`config.mk`:
```
export PLATFORM = sky130hd
export DESIGN_NAME = rrdh_front
export DESIGN_NICKNAME = d
export VERILOG_FILES = /design/src/design/ray_rect_diagonal_hit_top_assert.svh /design/src/design/rrdh_pkg.sv /design/src/design/rrdh_front.sv
export SDC_FILE = /design/constraint.sdc
export NUM_CORES = 1
export LEC_CHECK = 0
export BUFFER_PORTS_ARGS = -buffer_cell sky130_fd_sc_hd__buf_2
export CORE_MARGIN = 2
export CORE_UTILIZATION = 43
export CTS_CLUSTER_DIAMETER = 150
export DETAILED_ROUTE_END_ITERATION = 8
export HOLD_SLACK_MARGIN = 0.12
export PLACE_DENSITY = 0.74
export SYNTH_ARGS = -nofsm -noshare
export SYNTH_HDL_FRONTEND = slang
export SYNTH_SLANG_ARGS = --single-unit
export TNS_END_PERCENT = 20
```
`constraint.sdc`:
```
create_clock -name clk -period 2.7 [get_ports clk]
set_input_delay 0.54 -clock clk [delete_from_list [all_inputs] [get_ports clk]]
set_output_delay 0.54 -clock clk [all_outputs]
set_load 0.03 [all_outputs]
```
`src/design/ray_rect_diagonal_hit_top_assert.svh`:
```
// Assertion macros shared by the block's modules.
// Each use expands to one labelled concurrent assertion on clk, held off while rst_n is low.
`ifndef RAY_RECT_DIAGONAL_HIT_TOP_ASSERT_SVH
`define RAY_RECT_DIAGONAL_HIT_TOP_ASSERT_SVH
`ifndef SYNTHESIS
`define RRDH_ASSERT_SAME(label, ante, cons) \
    label: assert property (@(posedge clk) disable iff (!rst_n) (ante) |-> (cons)) \
        else $error("rrdh: same-cycle check failed");
`define RRDH_ASSERT_NEXT(label, ante, cons) \
    label: assert property (@(posedge clk) disable iff (!rst_n) (ante) |=> (cons)) \
        else $error("rrdh: next-cycle check failed");
`else
`define RRDH_ASSERT_SAME(label, ante, cons)
`define RRDH_ASSERT_NEXT(label, ante, cons)
`endif
`endif

```
`src/design/rrdh_pkg.sv`:
```
`default_nettype none

package rrdh_pkg;

    localparam int COORD_W     = 10;
    localparam int HEAD_W      = 11;
    localparam int CFG_IDX_W   = 2;
    localparam int CFG_DATA_W  = 11;
    localparam int NUM_PTS     = 4;
    localparam int QUEUE_DEPTH = 4;

    localparam logic [COORD_W-1:0] ORIGIN_X_RESET  = 10'd0;
    localparam logic [COORD_W-1:0] ORIGIN_Y_RESET  = 10'd0;
    localparam logic [HEAD_W-1:0]  HEADING_X_RESET = 11'd1;
    localparam logic [HEAD_W-1:0]  HEADING_Y_RESET = 11'd0;

    typedef enum logic [CFG_IDX_W-1:0] {
        CFG_ORIGIN_X  = 2'd0,
        CFG_ORIGIN_Y  = 2'd1,
        CFG_HEADING_X = 2'd2,
        CFG_HEADING_Y = 2'd3
    } rrdh_cfg_idx_t;

    typedef logic [COORD_W-1:0] rrdh_coord_t;

    // Points are ordered: both ends of the first diagonal, then both ends of the second.
    typedef struct packed {
        logic [NUM_PTS-1:0] on_span_ab;
        logic               a_in_rect;
        logic               b_in_rect;
    } rrdh_flags_t;

    typedef struct packed {
        rrdh_coord_t x1;
        rrdh_coord_t y1;
        rrdh_coord_t x2;
        rrdh_coord_t y2;
        logic        last;
        rrdh_flags_t flags;
    } rrdh_item_t;

endpackage

`default_nettype wire

```
`src/design/rrdh_front.sv`:
```
`default_nettype none

module rrdh_front #(
    parameter int COORD_LIMIT = 1024,
    localparam int END_W = $clog2(COORD_LIMIT + 1) + 12
) (
    input  logic                    clk,
    input  logic                    rst_n,
    input  logic                    in_valid,
    output logic                    in_stall,
    input  rrdh_pkg::rrdh_coord_t   first_corner_x,
    input  rrdh_pkg::rrdh_coord_t   first_corner_y,
    input  rrdh_pkg::rrdh_coord_t   second_corner_x,
    input  rrdh_pkg::rrdh_coord_t   second_corner_y,
    input  logic                    last_in_case,
    input  rrdh_pkg::rrdh_coord_t   origin_x,
    input  rrdh_pkg::rrdh_coord_t   origin_y,
    input  logic signed [END_W-1:0] end_x,
    input  logic signed [END_W-1:0] end_y,
    input  logic                    q_full,
    output logic                    q_push,
    output rrdh_pkg::rrdh_item_t    q_item
);
    import rrdh_pkg::*;

    logic        valid_reg;
    logic        valid_next;
    logic        load_en;
    rrdh_coord_t x1_reg;
    rrdh_coord_t y1_reg;
    rrdh_coord_t x2_reg;
    rrdh_coord_t y2_reg;
    logic        last_reg;

    logic signed [END_W-1:0] ax_w;
    logic signed [END_W-1:0] ay_w;
    logic signed [END_W-1:0] px_w [NUM_PTS];
    logic signed [END_W-1:0] py_w [NUM_PTS];
    logic signed [END_W-1:0] x1_w;
    logic signed [END_W-1:0] y1_w;
    logic signed [END_W-1:0] x2_w;
    logic signed [END_W-1:0] y2_w;
    rrdh_flags_t             flags;

    function automatic logic signed [END_W-1:0] widen(input rrdh_coord_t c);
        return $signed({{(END_W-COORD_W){1'b0}}, c});
    endfunction

    function automatic logic in_span(input logic signed [END_W-1:0] p,
                                     input logic signed [END_W-1:0] e1,
                                     input logic signed [END_W-1:0] e2);
        return !((p < e1) && (p < e2)) && !((p > e1) && (p > e2));
    endfunction

    // Hold the registered item while the queue is full.
    assign load_en  = !valid_reg || !q_full;
    assign in_stall = !load_en;
    assign q_push   = valid_reg && !q_full;

    always_comb
    begin
        valid_next = valid_reg;
        if (load_en)
        begin
            valid_next = in_valid;
        end
    end

    always_ff @(posedge clk or negedge rst_n)
    begin
        if (!rst_n)
        begin
            valid_reg <= 1'b0;
        end
        else
        begin
            valid_reg <= valid_next;
        end
    end

    always_ff @(posedge clk)
    begin
        if (load_en && in_valid)
        begin
            x1_reg   <= first_corner_x;
            y1_reg   <= first_corner_y;
            x2_reg   <= second_corner_x;
            y2_reg   <= second_corner_y;
            last_reg <= last_in_case;
        end
    end

    // Bounding-box part of every on-segment test.
    always_comb
    begin
        ax_w = widen(origin_x);
        ay_w = widen(origin_y);
        x1_w = widen(x1_reg);
        y1_w = widen(y1_reg);
        x2_w = widen(x2_reg);
        y2_w = widen(y2_reg);
        px_w[0] = x1_w;
        py_w[0] = y1_w;
        px_w[1] = x2_w;
        py_w[1] = y2_w;
        px_w[2] = x1_w;
        py_w[2] = y2_w;
        px_w[3] = x2_w;
        py_w[3] = y1_w;
        for (int i = 0; i < NUM_PTS; i++)
        begin
            flags.on_span_ab[i] = in_span(px_w[i], ax_w, end_x) &&
                                  in_span(py_w[i], ay_w, end_y);
        end
        flags.a_in_rect = in_span(ax_w, x1_w, x2_w) && in_span(ay_w, y1_w, y2_w);
        flags.b_in_rect = in_span(end_x, x1_w, x2_w) && in_span(end_y, y1_w, y2_w);
    end

    always_comb
    begin
        q_item.x1    = x1_reg;
        q_item.y1    = y1_reg;
        q_item.x2    = x2_reg;
        q_item.y2    = y2_reg;
        q_item.last  = last_reg;
        q_item.flags = flags;
    end

endmodule

`default_nettype wire

```
==> out/metrics.yaml <==
vdd_drop_max_v: 0.000227
antenna_found_initial: 0
met2_length_um: 5130
synth.area.mux_share_pct: 0
grt_pass1_vias: 3534
dieHeight_um: 93.5
p_per_area_nw_per_um2: 382
clockRootBuffer: "clkbuf_8"
rsz0062_at_grt: "true"
grtUsageTotal_pct: 24.4
overflow: 0
crit_chain: "buf_6 > ha_4 > nand4_1 > o221ai_2 > a211oi_2 > buf_4 > nor4_4 > nor3_2 > buf_4"
final_common_cell: "buf_2"
rows: 32
h-tree-depth: 2
dp_hpwl_um: 8440
routed.top_layer: "met4"
layout_min_cycle_time_ns: 2.97
final_cell_mix: "153 x buf_2, 66 x ha_1, 53 x inv_1"
switchingPower_mw: 0.663
place.gp.congestion: 0.884
fin_area_um2: 5330
crit_type: "register to output pin"
dr.pass1.iters: 4
finalCritPeriodShare_pct: 110
skew_ns: 0.00410
yosysSeqAreaShare_pct: 36.5
seqPwrFrac_pct: 38.8
n_antenna_cell: 0
areaGrowthSynthToFinish_pct: 55.0
drc: 0
numCtsBuffers: 5
synth-xor-area-share_pct: 0
status: "finished, violations left"
intPower_mw: 1.37
crit_required_ns: 2.16
cp_slowest_stage_delay_ns: 0.48
cp.arrival_ns: 2.43
max_slew_margin_pct: 52.9
vias: 3360
cp_common_cell: "buf_4"
worstMarginPinSlew_ns: 0.705
synth_cell_types: 35
drv_slew: 0
cp-end-kind: "output pin"
vias_per_cell: 5.17
fin_ws_ns: -0.268
synth_area_um2: 3440
synth_compound_area_share_pct: 13.5
synthAdderAreaFrac_pct: 29.1
sw_frac_of_total_pct: 32.6
critical_path.top_delay_family: "simple AND/OR/NAND/NOR gates"
fin_nets: 738
syn_nets: 521
clockBufferDepth: 2
clkPwrFrac_pct: 25.2
drt_wl_total_um: 10500
power_mw: 2.04
slowest_stage: "edfxtp_1"
crit_buf_inv: 3
syn_area_per_cell_um2: 10.4
dieArea_um2: 8730
ant_nets: 0
hold_violations: 0
clkSinkCount: 42
post_dp_cell_area_um2: 4800
insertion_delay_ns: 0.30
synth-simple-area-share_pct: 14.8
p_comb_share_pct: 36.0
synth_top_family_by_area: "adder cells"
post-place-ws_ns: -0.342
route.layer.met1.wl_um: 4570
routed-wl-met3_um: 573
core_area_um2: 7730
ys_warn_count: 0
fmax_mhz: 337
maxCapViolCount: 0
clkSlewWorstSetupHoldPaths_ns: 0.09
grt_max_degree: 22
setup_viol: 6
yosys_register_bits: 42
die_x_um: 93.5
crit_path_start_kind: "register"
drive_gt1_share_pct: 50.5
violations: "setup timing"
cts_tree: "built"
netlist_instances: 330
ios: 160
initial_utilization_pct: 44.5
port-buffer-count: 159
hold_class: "input port to register"
grt_pass1_wl_um: 16700
dr.first_iter.drc_count: 86
cp_max_fo: 3
routedWlPerCell_um: 16.1
p_leak_nw: 2.68
-- power groups by stage --
stage / clock [mW] / sequential [mW] / combinational [mW]
after global routing: 0.548 / 0.795 / 0.804
after floorplan: 0 / 0.864 / 0.305
after CTS: 0.526 / 0.791 / 0.723
after global placement: 0 / 0.803 / 0.619
final: 0.514 / 0.791 / 0.733
after detailed placement: 0 / 0.804 / 0.638
-- metal layers --
metal / GRT usage, % / vias up
li1: - / 1682
met1: 30.4 / 1564
met2: 42.9 / 101
met3: 4.51 / 13
met4: 6.86 / 0
met5: 0 / -
-- final cells by class --
cell class / instances / area (µm²)
well taps: 102 / 128
clock buffers: 6 / 72.6
repair buffers: 211 / 1230
multi-input cells: 233 / 2400
flip-flops and latches: 42 / 1260
inverters: 54 / 203
fillers: 592 / 2390
clock inverters: 2 / 37.5
-- cells by family (layout without fill, tap and decap cells) --
kind of cell,count (synthesis),count (layout)
AO/OA/AOI/OAI,70,70
adder cells (fa/ha/maj),80,80
buffers and inverters,55,273
flip-flops,42,42
AND/OR/NAND/NOR,83,83
-- through the flow --
stage / TNS [ns] / instances / hold WS (ns) / utilization, %
floorplan: -0.760 / 330 / 0.244 / -
global placement: -1.82 / 633 / 0.315 / 62.2
detailed placement: -1.83 / 633 / 0.317 / 62.2
CTS: -1.36 / 650 / 0.399 / 68.7
global route: -2.31 / 650 / 0.386 / 69.0
finish: -1.43 / 650 / 0.407 / 69.0
-- final timing paths --
path / slack [ns] / end / depth (start not counted) / start
setup / recovery: -0.27 / q_item[4] / 9 / y2_reg[4]
hold / removal: 0.41 / y1_reg[2] / 1 / first_corner_y[2]
setup reg to reg: 0.97 / x2_reg[9] / 3 / valid_reg
hold reg to reg: 0.71 / valid_reg / 2 / valid_reg
max in group asynchronous: 2.09 / valid_reg / 2 / rst_n
min in group asynchronous: 0.52 / valid_reg / 2 / rst_n
-- synth_stat cells --
library cell	count	share of area, %
a21o_1	16	3.5
a2111oi_0	2	0.51
nor3b_1	2	0.44
nor2b_1	5	0.91
o221ai_1	2	0.51
o2bb2ai_1	3	0.76
and2_1	2	0.36
and2b_2	1	0.25
a21oi_1	28	4.1
buf_4	1	0.22
and2_4	2	0.51
nand2_1	9	0.98
inv_1	54	5.9
a211oi_1	4	0.87
nand3_1	5	0.73
ha_1	80	29
nor3_1	13	1.9
nor2_1	8	0.87
o32ai_1	1	0.25
nand4_1	17	3.1
and3_1	1	0.18
nand3b_1	4	0.87
o21ai_0	5	0.73
or2_2	1	0.18
o211a_1	2	0.58
o221a_1	2	0.65
o31ai_1	3	0.65
dfrtp_1	1	0.73
nor3_2	1	0.29
o22ai_1	1	0.18
and4_1	4	1.0
a41oi_1	1	0.25
nor4_1	4	0.73
nor4_2	4	1.5
edfxtp_1	41	36
-- repair_timing --
item,CTS,global route
resized for setup,57,3
endpoints found under the hold margin,1,0
endpoints found under the setup margin,6,6
hold buffers,1,0
buffers inserted,8,0
pin swaps,31,2
No activity file was read; power rests on OpenSTA's default activity.
