File: src/design/ray_rect_diagonal_hit_top_assert.svh
// Assertion macros shared by the block's modules.
// Each use expands to one labelled concurrent assertion on clk, held off while rst_n is low.
`ifndef RAY_RECT_DIAGONAL_HIT_TOP_ASSERT_SVH
`define RAY_RECT_DIAGONAL_HIT_TOP_ASSERT_SVH
`ifndef SYNTHESIS
`define RRDH_ASSERT_SAME(label, ante, cons) \
    label: assert property (@(posedge clk) disable iff (!rst_n) (ante) |-> (cons)) \
        else $error("rrdh: same-cycle check failed");
`define RRDH_ASSERT_NEXT(label, ante, cons) \
    label: assert property (@(posedge clk) disable iff (!rst_n) (ante) |=> (cons)) \
        else $error("rrdh: next-cycle check failed");
`else
`define RRDH_ASSERT_SAME(label, ante, cons)
`define RRDH_ASSERT_NEXT(label, ante, cons)
`endif
`endif

File: src/design/rrdh_pkg.sv
`default_nettype none

package rrdh_pkg;

    localparam int COORD_W     = 10;
    localparam int HEAD_W      = 11;
    localparam int CFG_IDX_W   = 2;
    localparam int CFG_DATA_W  = 11;
    localparam int NUM_PTS     = 4;
    localparam int QUEUE_DEPTH = 4;

    localparam logic [COORD_W-1:0] ORIGIN_X_RESET  = 10'd0;
    localparam logic [COORD_W-1:0] ORIGIN_Y_RESET  = 10'd0;
    localparam logic [HEAD_W-1:0]  HEADING_X_RESET = 11'd1;
    localparam logic [HEAD_W-1:0]  HEADING_Y_RESET = 11'd0;

    typedef enum logic [CFG_IDX_W-1:0] {
        CFG_ORIGIN_X  = 2'd0,
        CFG_ORIGIN_Y  = 2'd1,
        CFG_HEADING_X = 2'd2,
        CFG_HEADING_Y = 2'd3
    } rrdh_cfg_idx_t;

    typedef logic [COORD_W-1:0] rrdh_coord_t;

    // Points are ordered: both ends of the first diagonal, then both ends of the second.
    typedef struct packed {
        logic [NUM_PTS-1:0] on_span_ab;
        logic               a_in_rect;
        logic               b_in_rect;
    } rrdh_flags_t;

    typedef struct packed {
        rrdh_coord_t x1;
        rrdh_coord_t y1;
        rrdh_coord_t x2;
        rrdh_coord_t y2;
        logic        last;
        rrdh_flags_t flags;
    } rrdh_item_t;

endpackage

`default_nettype wire

File: src/design/rrdh_queue.sv
`default_nettype none
`include "ray_rect_diagonal_hit_top_assert.svh"

module rrdh_queue (
    input  logic                 clk,
    input  logic                 rst_n,
    input  logic                 push,
    input  rrdh_pkg::rrdh_item_t item_in,
    output logic                 full,
    input  logic                 pop,
    output logic                 valid,
    output rrdh_pkg::rrdh_item_t item_out
);
    import rrdh_pkg::*;

    localparam int PTR_W = $clog2(QUEUE_DEPTH);
    localparam int CNT_W = $clog2(QUEUE_DEPTH + 1);

    rrdh_item_t         entries_reg [QUEUE_DEPTH];
    logic [PTR_W-1:0]   wr_ptr_reg;
    logic [PTR_W-1:0]   rd_ptr_reg;
    logic [CNT_W-1:0]   count_reg;
    logic [PTR_W-1:0]   wr_ptr_next;
    logic [PTR_W-1:0]   rd_ptr_next;
    logic [CNT_W-1:0]   count_next;
    logic               do_push;
    logic               do_pop;

    function automatic logic [PTR_W-1:0] bump(input logic [PTR_W-1:0] p);
        return (p == PTR_W'(QUEUE_DEPTH - 1)) ? '0 : p + 1'b1;
    endfunction

    assign full     = (count_reg == CNT_W'(QUEUE_DEPTH));
    assign valid    = (count_reg != '0);
    assign do_push  = push && !full;
    assign do_pop   = pop && valid;
    assign item_out = entries_reg[rd_ptr_reg];

    always_comb
    begin
        wr_ptr_next = do_push ? bump(wr_ptr_reg) : wr_ptr_reg;
        rd_ptr_next = do_pop ? bump(rd_ptr_reg) : rd_ptr_reg;
        count_next  = count_reg;
        if (do_push && !do_pop)
        begin
            count_next = count_reg + 1'b1;
        end
        else if (do_pop && !do_push)
        begin
            count_next = count_reg - 1'b1;
        end
    end

    always_ff @(posedge clk or negedge rst_n)
    begin
        if (!rst_n)
        begin
            wr_ptr_reg <= '0;
            rd_ptr_reg <= '0;
            count_reg  <= '0;
        end
        else
        begin
            wr_ptr_reg <= wr_ptr_next;
            rd_ptr_reg <= rd_ptr_next;
            count_reg  <= count_next;
        end
    end

    always_ff @(posedge clk)
    begin
        if (do_push)
        begin
            entries_reg[wr_ptr_reg] <= item_in;
        end
    end

    `RRDH_ASSERT_SAME(a_count_bound, 1'b1, count_reg <= CNT_W'(QUEUE_DEPTH))
    `RRDH_ASSERT_NEXT(a_count_up, do_push && !do_pop, count_reg == $past(count_reg) + 1'b1)
    `RRDH_ASSERT_NEXT(a_count_hold, do_push && do_pop, count_reg == $past(count_reg))

endmodule

`default_nettype wire

File: config.mk
export PLATFORM = sky130hd
export DESIGN_NAME = rrdh_queue
export DESIGN_NICKNAME = d
export VERILOG_FILES = /design/src/design/rrdh_pkg.sv /design/src/design/rrdh_queue.sv
export VERILOG_INCLUDE_DIRS = /design/src /design/src/design
export SDC_FILE = /design/constraint.sdc
export NUM_CORES = 1
export LEC_CHECK = 0
export BUFFER_PORTS_ARGS = -buffer_cell sky130_fd_sc_hd__buf_4
export CORE_MARGIN = 4
export CORE_UTILIZATION = 57
export CTS_CLUSTER_DIAMETER = 30
export DETAILED_ROUTE_END_ITERATION = 8
export PLACE_DENSITY = 0.9
export SLEW_MARGIN = 25
export SYNTH_ARGS = -nofsm -noshare
export SYNTH_HDL_FRONTEND = slang
export SYNTH_SLANG_ARGS = --single-unit
File: constraint.sdc
create_clock -name clk -period 4.15 [get_ports clk]
set_input_delay 0.83 -clock clk [delete_from_list [all_inputs] [get_ports clk]]
set_output_delay 0.83 -clock clk [all_outputs]
set_load 0.005 [all_outputs]
==> results of run 1 <==
==> Yosys cell counts <==
library cell | number | area [sq um]
buf_12 | 2 | 40.04
buf_6 | 1 | 11.26
and2_1 | 3 | 18.77
mux4_1 | 2 | 52.55
nor3b_2 | 1 | 12.51
mux2_2 | 5 | 56.30
fa_1 | 1 | 20.02
dfrtp_1 | 7 | 175.2
or3_1 | 1 | 6.260
mux4_2 | 45 | 1013
ha_1 | 6 | 75.07
nor2_1 | 4 | 15.01
buf_4 | 3 | 22.52
buf_2 | 3 | 15.01
clkbuf_1 | 2 | 7.510
edfxtp_1 | 188 | 5645
nand2_1 | 2 | 7.510
xor2_1 | 2 | 17.52
xnor2_1 | 1 | 8.760
nor2b_1 | 1 | 6.260
inv_1 | 3 | 11.26
==> cells by family (layout without fill, tap and decap cells) <==
logic type,after synthesis,count (layout),synth area share [%]
XOR/XNOR,3,3,0.3631
flip-flops,195,195,80.41
AND/OR/NAND/NOR,12,12,0.9163
adder cells (fa/ha/maj),7,7,1.314
multiplexers,52,52,15.51
buffers and inverters,14,139,1.487
==> report_power, final <==
part           switching [mW]  internal, mW  leakage (nW)  total (mW)
logic                   0.731          1.00         0.952        1.73
clock network           0.614         0.806         0.244        1.42
registers               0.226          2.61          1.80        2.83
==> metrics by stage <==
stage / utilization, % / area [sq um] / cells / setup slack, ns
finish: 71.17 / 8691 / 576 / 1.024
global route: 71.17 / 8691 / 576 / 0.9345
CTS: 70.94 / 8663 / 575 / 0.9514
detailed placement: 66.79 / 8157 / 545 / 1.398
global placement: 66.79 / 8157 / 545 / 1.377
floorplan: - / 7238 / 283 / 0.8330
==> final cells by class <==
| cell class | instances | area, sq um |
|---|---|---|
| Clock buffer | 21 | 440.4 |
| Multi-Input combinational cell | 74 | 1321 |
| Timing Repair Buffer | 106 | 815.8 |
| Clock inverter | 9 | 66.31 |
| Tap cell | 168 | 210.2 |
| Fill cell | 750 | 3521 |
| Sequential cell | 195 | 5826 |
| Inverter | 3 | 11.26 |
==> metal layers <==
metal  global-route usage, %  wire length [um]  up-vias
li1                        -                 -     1421
met1                   22.30              4840     1702
met2                   29.93              6359      119
met3                   6.314               806       15
met4                   5.666               151        0
met5                       0                 0        -
==> how the worst max path moves through the flow <==
stage	slack [ns]	endpoint	cells after the start
after CTS	0.95	item_out[46]	2
after detailed placement	1.40	item_out[46]	2
after global routing	0.93	item_out[38]	3
after floorplan	0.83	entries_reg[3][0]	2
final	1.02	item_out[38]	3
after global placement	1.38	item_out[46]	2
==> results.json, run 1 <==
{
  "avgSynthCellArea_sq_um": 25.58,
  "die_h_um": 120.7,
  "reg2reg_to": "count_reg[2]",
  "antenna_found_initial": 0,
  "critPathKind": "flip-flop to output pin",
  "yosysUniqueCellTypes": 21,
  "vdd.ir_drop.worst_uv": 560.2,
  "wl_per_cell_um": 21.11,
  "root_buffer": "clkbuf_16",
  "clockBufferDepth": 2,
  "critPathArrivalTime_ns": 2.30,
  "start_util_pct": 59.27,
  "areaGrowthSynthToFinish_pct": 20.07,
  "hold_viol": 0,
  "clk_latency_ns": 0.41,
  "cts_tree": "done",
  "yosysWarnings": 0,
  "critical-path-slowest-cell": "dfrtp_2",
  "numCtsBuffers": 17,
  "fin_total_pwr_mw": 5.986,
  "cp_cell_sequence": "buf_4 -> mux4_2 -> buf_4",
  "layout.nets": 455,
  "hold_path.class": "input port to asynchronous set/reset pin",
  "synthCells": 283,
  "worst_r2r_path_depth": 8,
  "maxCapViolCount": 0,
  "leakage_nw": 2.998,
  "grt.overflow.total": 0,
  "h-tree-depth": 4,
  "io_buffers": 99,
  "ys_seq_elements": 195,
  "cp-end-kind": "output pin",
  "clock_skew_ns": 0.007652,
  "maxSlewHeadroom_pct": 38.35,
  "report.final.setup_viol": 0,
  "post-route-drc-count": 0,
  "rsz0062_at_grt": "no",
  "largest_register_ffs": 188,
  "p_per_area_nw_per_um2": 688.8,
  "required_ns": 3.32,
  "synth_nets": 341,
  "wl_mm": 12.16,
  "rows": 40,
  "ant_nets": 0,
  "final_layout_size_suffix_gt1_share_pct": 45.10,
  "cts.reportedPaths.clkPinSlew_ns": 0.06,
  "dieArea_sq_um": 14560,
  "io_pins": 100,
  "core-area_sq_um": 12210,
  "cpMostUsedCell": "buf_4",
  "detailed_place_hpwl_mm": 7.226,
  "crit_start": "rd_ptr_reg[1]",
  "die_w_um": 120.7,
  "final_common_cell": "edfxtp_1",
  "vias_per_cell": 5.655,
  "cp_top_family": "flip-flops",
  "grt_pass1_wl_mm": 19.11,
  "layout_common_cells": "edfxtp_1, buf_4, mux4_2",
  "r2r_slack_ns": 1.89,
  "fmax_ghz": 0.3199,
  "outcome": "complete, no violations",
  "ys_seq_area_share_pct": 80.41,
  "postCtsSetupRepairBufs": 0,
  "cp_num_buf_inv": 2,
  "hold_ws_ns": 0.2197,
  "grt_start_max_net_pins": 51,
  "worst_setup_path_start_kind": "flip-flop",
  "fin_crit_ns": 3.126,
  "antenna_cells": 0,
  "grt_util_all_layers_pct": 17.95,
  "place_congestion": 0.7227,
  "cts_sinks": 195,
  "dr.pass1.iters": 4,
  "critPathMaxFanout": 37,
  "drv_slew": 0,
  "synthesis.area_sq_um": 7238,
  "period_share_pct": 75.31,
  "drt_iter0_markers": 242,
  "first_global_vias": 3558,
  "worstMarginPinSlew_ns": 0.9247,
  "timing.rr.start": "count_reg[0]",
  "vias": 3257,
  "max_stage_delay_ns": 0.98,
  "fin_tns_setup_ns": 0,
  "postCtsHoldBufs": 0,
  "cts_resized": 0
}
(Power assumes the default switching activity.)
==> run 2: changes to the inputs <==
--- a/config.mk
+++ b/config.mk
@@ -8,10 +8,10 @@
 export LEC_CHECK = 0
 export BUFFER_PORTS_ARGS = -buffer_cell sky130_fd_sc_hd__buf_4
 export CORE_MARGIN = 4
-export CORE_UTILIZATION = 57
+export CORE_UTILIZATION = 51
 export CTS_CLUSTER_DIAMETER = 30
 export DETAILED_ROUTE_END_ITERATION = 8
-export PLACE_DENSITY = 0.9
+export PLACE_DENSITY = 0.86
 export SLEW_MARGIN = 25
 export SYNTH_ARGS = -nofsm -noshare
 export SYNTH_HDL_FRONTEND = slang
==> constraint.sdc (replaced) <==
create_clock -name clk -period 2.81 [get_ports clk]
set_input_delay 0.562 -clock clk [delete_from_list [all_inputs] [get_ports clk]]
set_output_delay 0.562 -clock clk [all_outputs]
set_load 0.005 [all_outputs]
==> results.json, run 2 (same netlist as run 1, synthesis figures left out) <==
{
  "report.final.setup_viol": 0,
  "vias": 3293,
  "antenna_found_initial": 0,
  "critPathMaxFanout": 13,
  "grt_start_max_net_pins": 28,
  "io_pins": 100,
  "p_seq_share_pct": 45.8,
  "critPathArrivalTime_ns": 2.03,
  "grt_util_all_layers_pct": 17.00,
  "netSwitchingFraction_pct": 26.93,
  "fmax_ghz": 0.3853,
  "hold_viol": 0,
  "p_comb_share_pct": 29.9,
  "wl_per_cell_um": 21.71,
  "cpMostUsedCell": "buf_4",
  "maxCapViolCount": 0,
  "wl_mm": 12.92,
  "worst_setup_path_start_kind": "flip-flop",
  "largest_register_ffs": 188,
  "cts.reportedPaths.clkPinSlew_ns": 0.07,
  "cts_sinks": 195,
  "layout_common_cells": "edfxtp_1, buf_4, mux4_2",
  "io_buffers": 99,
  "place_congestion": 0.7355,
  "placed_cell_area_sq_um": 8234,
  "power.internal_mw": 6.600,
  "critical-path-slowest-cell": "dfrtp_4",
  "core-area_sq_um": 13880,
  "hold_path.class": "input port to flip-flop",
  "outcome": "complete, no violations",
  "cp_top_family": "flip-flops",
  "clk_latency_ns": 0.42,
  "fin_crit_ns": 2.595,
  "drt_iter0_markers": 275,
  "antenna_cells": 0,
  "rsz0062_at_grt": "no",
  "grt.overflow.total": 0,
  "cts_tree": "done",
  "clock_skew_ns": 0.007063,
  "p_sw_mw": 2.433,
  "hold_ws_ns": 0.3399,
  "die_w_um": 127.1,
  "post-route-drc-count": 0,
  "dpl.cell_count": 562,
  "cts_resized": 0,
  "cp_num_buf_inv": 2,
  "cp-end-kind": "output pin",
  "h-tree-depth": 4,
  "grt_pass1_wl_mm": 20.22,
  "rows": 43,
  "layout.nets": 461,
  "vdd.ir_drop.worst_uv": 571.3,
  "numCtsBuffers": 17,
  "root_buffer": "clkbuf_16",
  "cp_cell_sequence": "buf_4 -> mux4_2 -> buf_4",
  "dr.pass1.iters": 4,
  "final_common_cell": "edfxtp_1",
  "critPathKind": "flip-flop to output pin",
  "first_global_vias": 3582,
  "maxSlewHeadroom_pct": 60.15,
  "drv_slew": 0,
  "pre_cts_ws_ns": 0.4729,
  "p_clk_share_pct": 24.3,
  "final_layout_size_suffix_gt1_share_pct": 47.23,
  "fin_tns_setup_ns": 0,
  "dieArea_sq_um": 16160,
  "clockBufferDepth": 2,
  "detailed_place_hpwl_mm": 8.198,
  "p_per_area_nw_per_um2": 1025,
  "fin_area_sq_um": 8813,
  "required_ns": 2.25,
  "areaGrowthSynthToFinish_pct": 21.76,
  "leakage_nw": 3.046,
  "ant_nets": 0,
  "start_util_pct": 52.15,
  "worstMarginPinSlew_ns": 0.5977,
  "period_share_pct": 92.36,
  "fin_ws_ns": 0.2148,
  "vias_per_cell": 5.534,
  "post_layout_nonfiller_instances": 595,
  "die_h_um": 127.1,
  "max_stage_delay_ns": 0.62
}
[run 2: changes by cell type in the layout (fill, tap and decap cells not counted), sizes merged]
cell / previous run / this run
buf: 106 / 111
clkbuf: 21 / 18
clkinvlp: 1 / 4
dlygate4sd3: 0 / 1
inv: 3 / 4
[run 2: area by class of cell]
type / count / area [sq um]
Tap cell: 180 / 225.2
Sequential cell: 195 / 5826
Clock inverter: 13 / 112.6
Inverter: 3 / 11.26
Fill cell: 948 / 5067
Multi-Input combinational cell: 74 / 1321
Clock buffer: 18 / 429.2
Timing Repair Buffer: 112 / 888.4
[run 2: per-layer routing]
layer	track usage, %	share of wire (%)
met1	22.72	42
met2	27.37	52
met3	4.808	5.3
met4	5.741	1.5
met5	0	0
[run 2: final timing paths]
check	startpoint	end	slack, ns	cells after the start
worst max register to register	count_reg[2]	count_reg[2]	0.58	8
min in group asynchronous	rst_n	wr_ptr_reg[0]	0.48	2
worst min-delay path	item_in[12]	entries_reg[0][12]	0.34	1
worst min register to register	count_reg[2]	count_reg[2]	0.49	1
max in group asynchronous	rst_n	rd_ptr_reg[0]	2.19	2
worst max-delay path	rd_ptr_reg[0]	item_out[14]	0.21	3
[run 2: through the flow]
step | power, mW | utilization, %
final | 9.033 | 63.49
after global routing | 9.517 | 63.49
after CTS | 9.113 | 63.30
after detailed placement | 6.905 | 59.32
after global placement | 6.801 | 59.32
after floorplan | 5.669 | -
[run 2: what timing repair did]
| item | 4_1_cts | 5_1_grt |
|---|---|---|
| endpoints found under the setup margin | 0 | 14 |
| hold endpoints to repair | 7 | 0 |
| buffers inserted | 0 | 1 |
| hold buffers | 1 | 0 |
[run 2: power by group through the flow]
stage | Clock [mW] | Combinational (mW) | Sequential [mW]
finish | 2.20 | 2.70 | 4.14
global route | 2.39 | 2.93 | 4.21
global placement | 0 | 2.61 | 4.19
CTS | 2.25 | 2.67 | 4.19
floorplan | 0 | 1.64 | 4.03
detailed placement | 0 | 2.65 | 4.25
==> run 3: changes to the inputs <==
--- a/config.mk
+++ b/config.mk
@@ -8,10 +8,11 @@
 export LEC_CHECK = 0
 export BUFFER_PORTS_ARGS = -buffer_cell sky130_fd_sc_hd__buf_4
 export CORE_MARGIN = 4
-export CORE_UTILIZATION = 51
+export CORE_UTILIZATION = 53
+export CTS_BUF_LIST = sky130_fd_sc_hd__clkbuf_8
 export CTS_CLUSTER_DIAMETER = 30
 export DETAILED_ROUTE_END_ITERATION = 8
-export PLACE_DENSITY = 0.86
+export PLACE_DENSITY = 0.88
 export SLEW_MARGIN = 25
 export SYNTH_ARGS = -nofsm -noshare
 export SYNTH_HDL_FRONTEND = slang
==> results.json, run 3 (same netlist as run 1, synthesis figures left out) <==
{
  "outcome": "complete, no violations",
  "hold_path.class": "input port to flip-flop",
  "root_buffer": "clkbuf_8",
  "hp-start": "item_in[3]",
  "clock_skew_ns": 0.005565,
  "drt_iter0_markers": 269,
  "core-area_sq_um": 13300,
  "hold_viol": 0,
  "dr.pass1.iters": 4,
  "ant_nets": 0,
  "antenna_cells": 0,
  "period_share_pct": 90.66,
  "fin_area_sq_um": 8620,
  "leakage_nw": 2.964,
  "fin_total_pwr_mw": 8.438,
  "fmax_ghz": 0.3925,
  "placed_cell_area_sq_um": 8249,
  "maxCapViolCount": 0,
  "drv_slew": 0,
  "cts.reportedPaths.clkPinSlew_ns": 0.09,
  "dieArea_sq_um": 15590,
  "largest_register_ffs": 188,
  "report.final.setup_viol": 0,
  "cp_cell_sequence": "buf_12 -> mux4_2 -> buf_4",
  "crit_start": "rd_ptr_reg[0]",
  "layout.nets": 456,
  "grt_pass1_wl_mm": 19.42,
  "start_util_pct": 54.44,
  "critPathMaxFanout": 19,
  "clockBufferDepth": 2,
  "required_ns": 2.25,
  "final_common_cell": "edfxtp_1",
  "wl_per_cell_um": 20.53,
  "pre_cts_ws_ns": 0.5133,
  "cp-end-kind": "output pin",
  "h-tree-depth": 4,
  "critPathKind": "flip-flop to output pin",
  "layout_common_cells": "edfxtp_1, buf_4, mux4_2",
  "vias": 3196,
  "place_congestion": 0.7046,
  "vdd.ir_drop.worst_uv": 855.8,
  "holdPathStages": 1,
  "worst_r2r_path_depth": 8,
  "timing.rr.start": "count_reg[2]",
  "critPathArrivalTime_ns": 1.99,
  "rows": 42,
  "p_per_area_nw_per_um2": 978.9,
  "max_stage_delay_ns": 0.60,
  "fin_ws_ns": 0.2625,
  "clk_latency_ns": 0.44,
  "worst_setup_path_start_kind": "flip-flop",
  "die_h_um": 124.9,
  "first_global_vias": 3579,
  "cts_resized": 0,
  "post-route-drc-count": 0,
  "grt_start_max_net_pins": 48,
  "critical-path-slowest-cell": "dfrtp_4",
  "fin_crit_ns": 2.548,
  "worstMarginPinSlew_ns": 0.7141,
  "maxSlewHeadroom_pct": 52.39,
  "rsz0062_at_grt": "no",
  "die_w_um": 124.9,
  "io_pins": 100,
  "grt.overflow.total": 0,
  "grt_util_all_layers_pct": 16.47,
  "antenna_found_initial": 0,
  "final_layout_size_suffix_gt1_share_pct": 45.99,
  "detailed_place_hpwl_mm": 7.414,
  "wl_mm": 12.05,
  "io_buffers": 99,
  "numCtsBuffers": 17,
  "cts_sinks": 195,
  "fin_tns_setup_ns": 0,
  "areaGrowthSynthToFinish_pct": 19.08,
  "vias_per_cell": 5.445,
  "cts_tree": "done",
  "final_core_util_pct": 64.83
}
[run 3: final cells by class]
class	instances	area, sq um
clock buffer	17	234.0
clock inverter	15	126.4
fill	860	4676
multi-input combinational	74	1321
tap	176	220.2
timing repair buffer	107	880.8
inverter	3	11.26
sequential	195	5826
[run 3: worst max-delay path, delay by kind of cell (launching register included)]
kind                   cells  cell delay [ns]
multiplexers               1             0.54
flip-flops                 1             0.60
buffers and inverters      2             0.40
[run 3: path summary, 6_finish.rpt]
check	end	slack, ns
max	item_out[27]	0.26
min	entries_reg[0][3]	0.32
max reg2reg	count_reg[2]	0.56
min reg2reg	count_reg[2]	0.53
max in group asynchronous	rd_ptr_reg[1]	2.20
min in group asynchronous	count_reg[1]	0.47
[run 3: power breakdown]
| part | internal, mW | total [mW] | switching, mW |
|---|---|---|---|
| combinational | 1.54 | 2.69 | 1.15 |
| clock | 0.765 | 1.64 | 0.874 |
| sequential | 3.84 | 4.11 | 0.269 |
[run 3: timing repair]
| item | 4_1_cts | 5_1_grt |
|---|---|---|
| endpoints found under the hold margin | 7 | 0 |
| setup buffers | 0 | 0 |
| hold buffers | 1 | 0 |
[run 3: per-stage QoR]
step / hold WS [ns] / cells
finish: 0.3177 / 587
global route: 0.2716 / 587
CTS: 0.2717 / 587
detailed placement: 0.3828 / 554
global placement: 0.3777 / 554
floorplan: 0.2664 / 283
[run 3: metal layers]
metal  part of all wire, %  GRT usage (%)  vias to the layer above
met1                    42          21.28                     1666
met5                     0              0                        -
met3                   5.9          4.846                       13
met4                   1.1          5.995                        0
met2                    51          26.91                       92
li1                      -              -                     1425
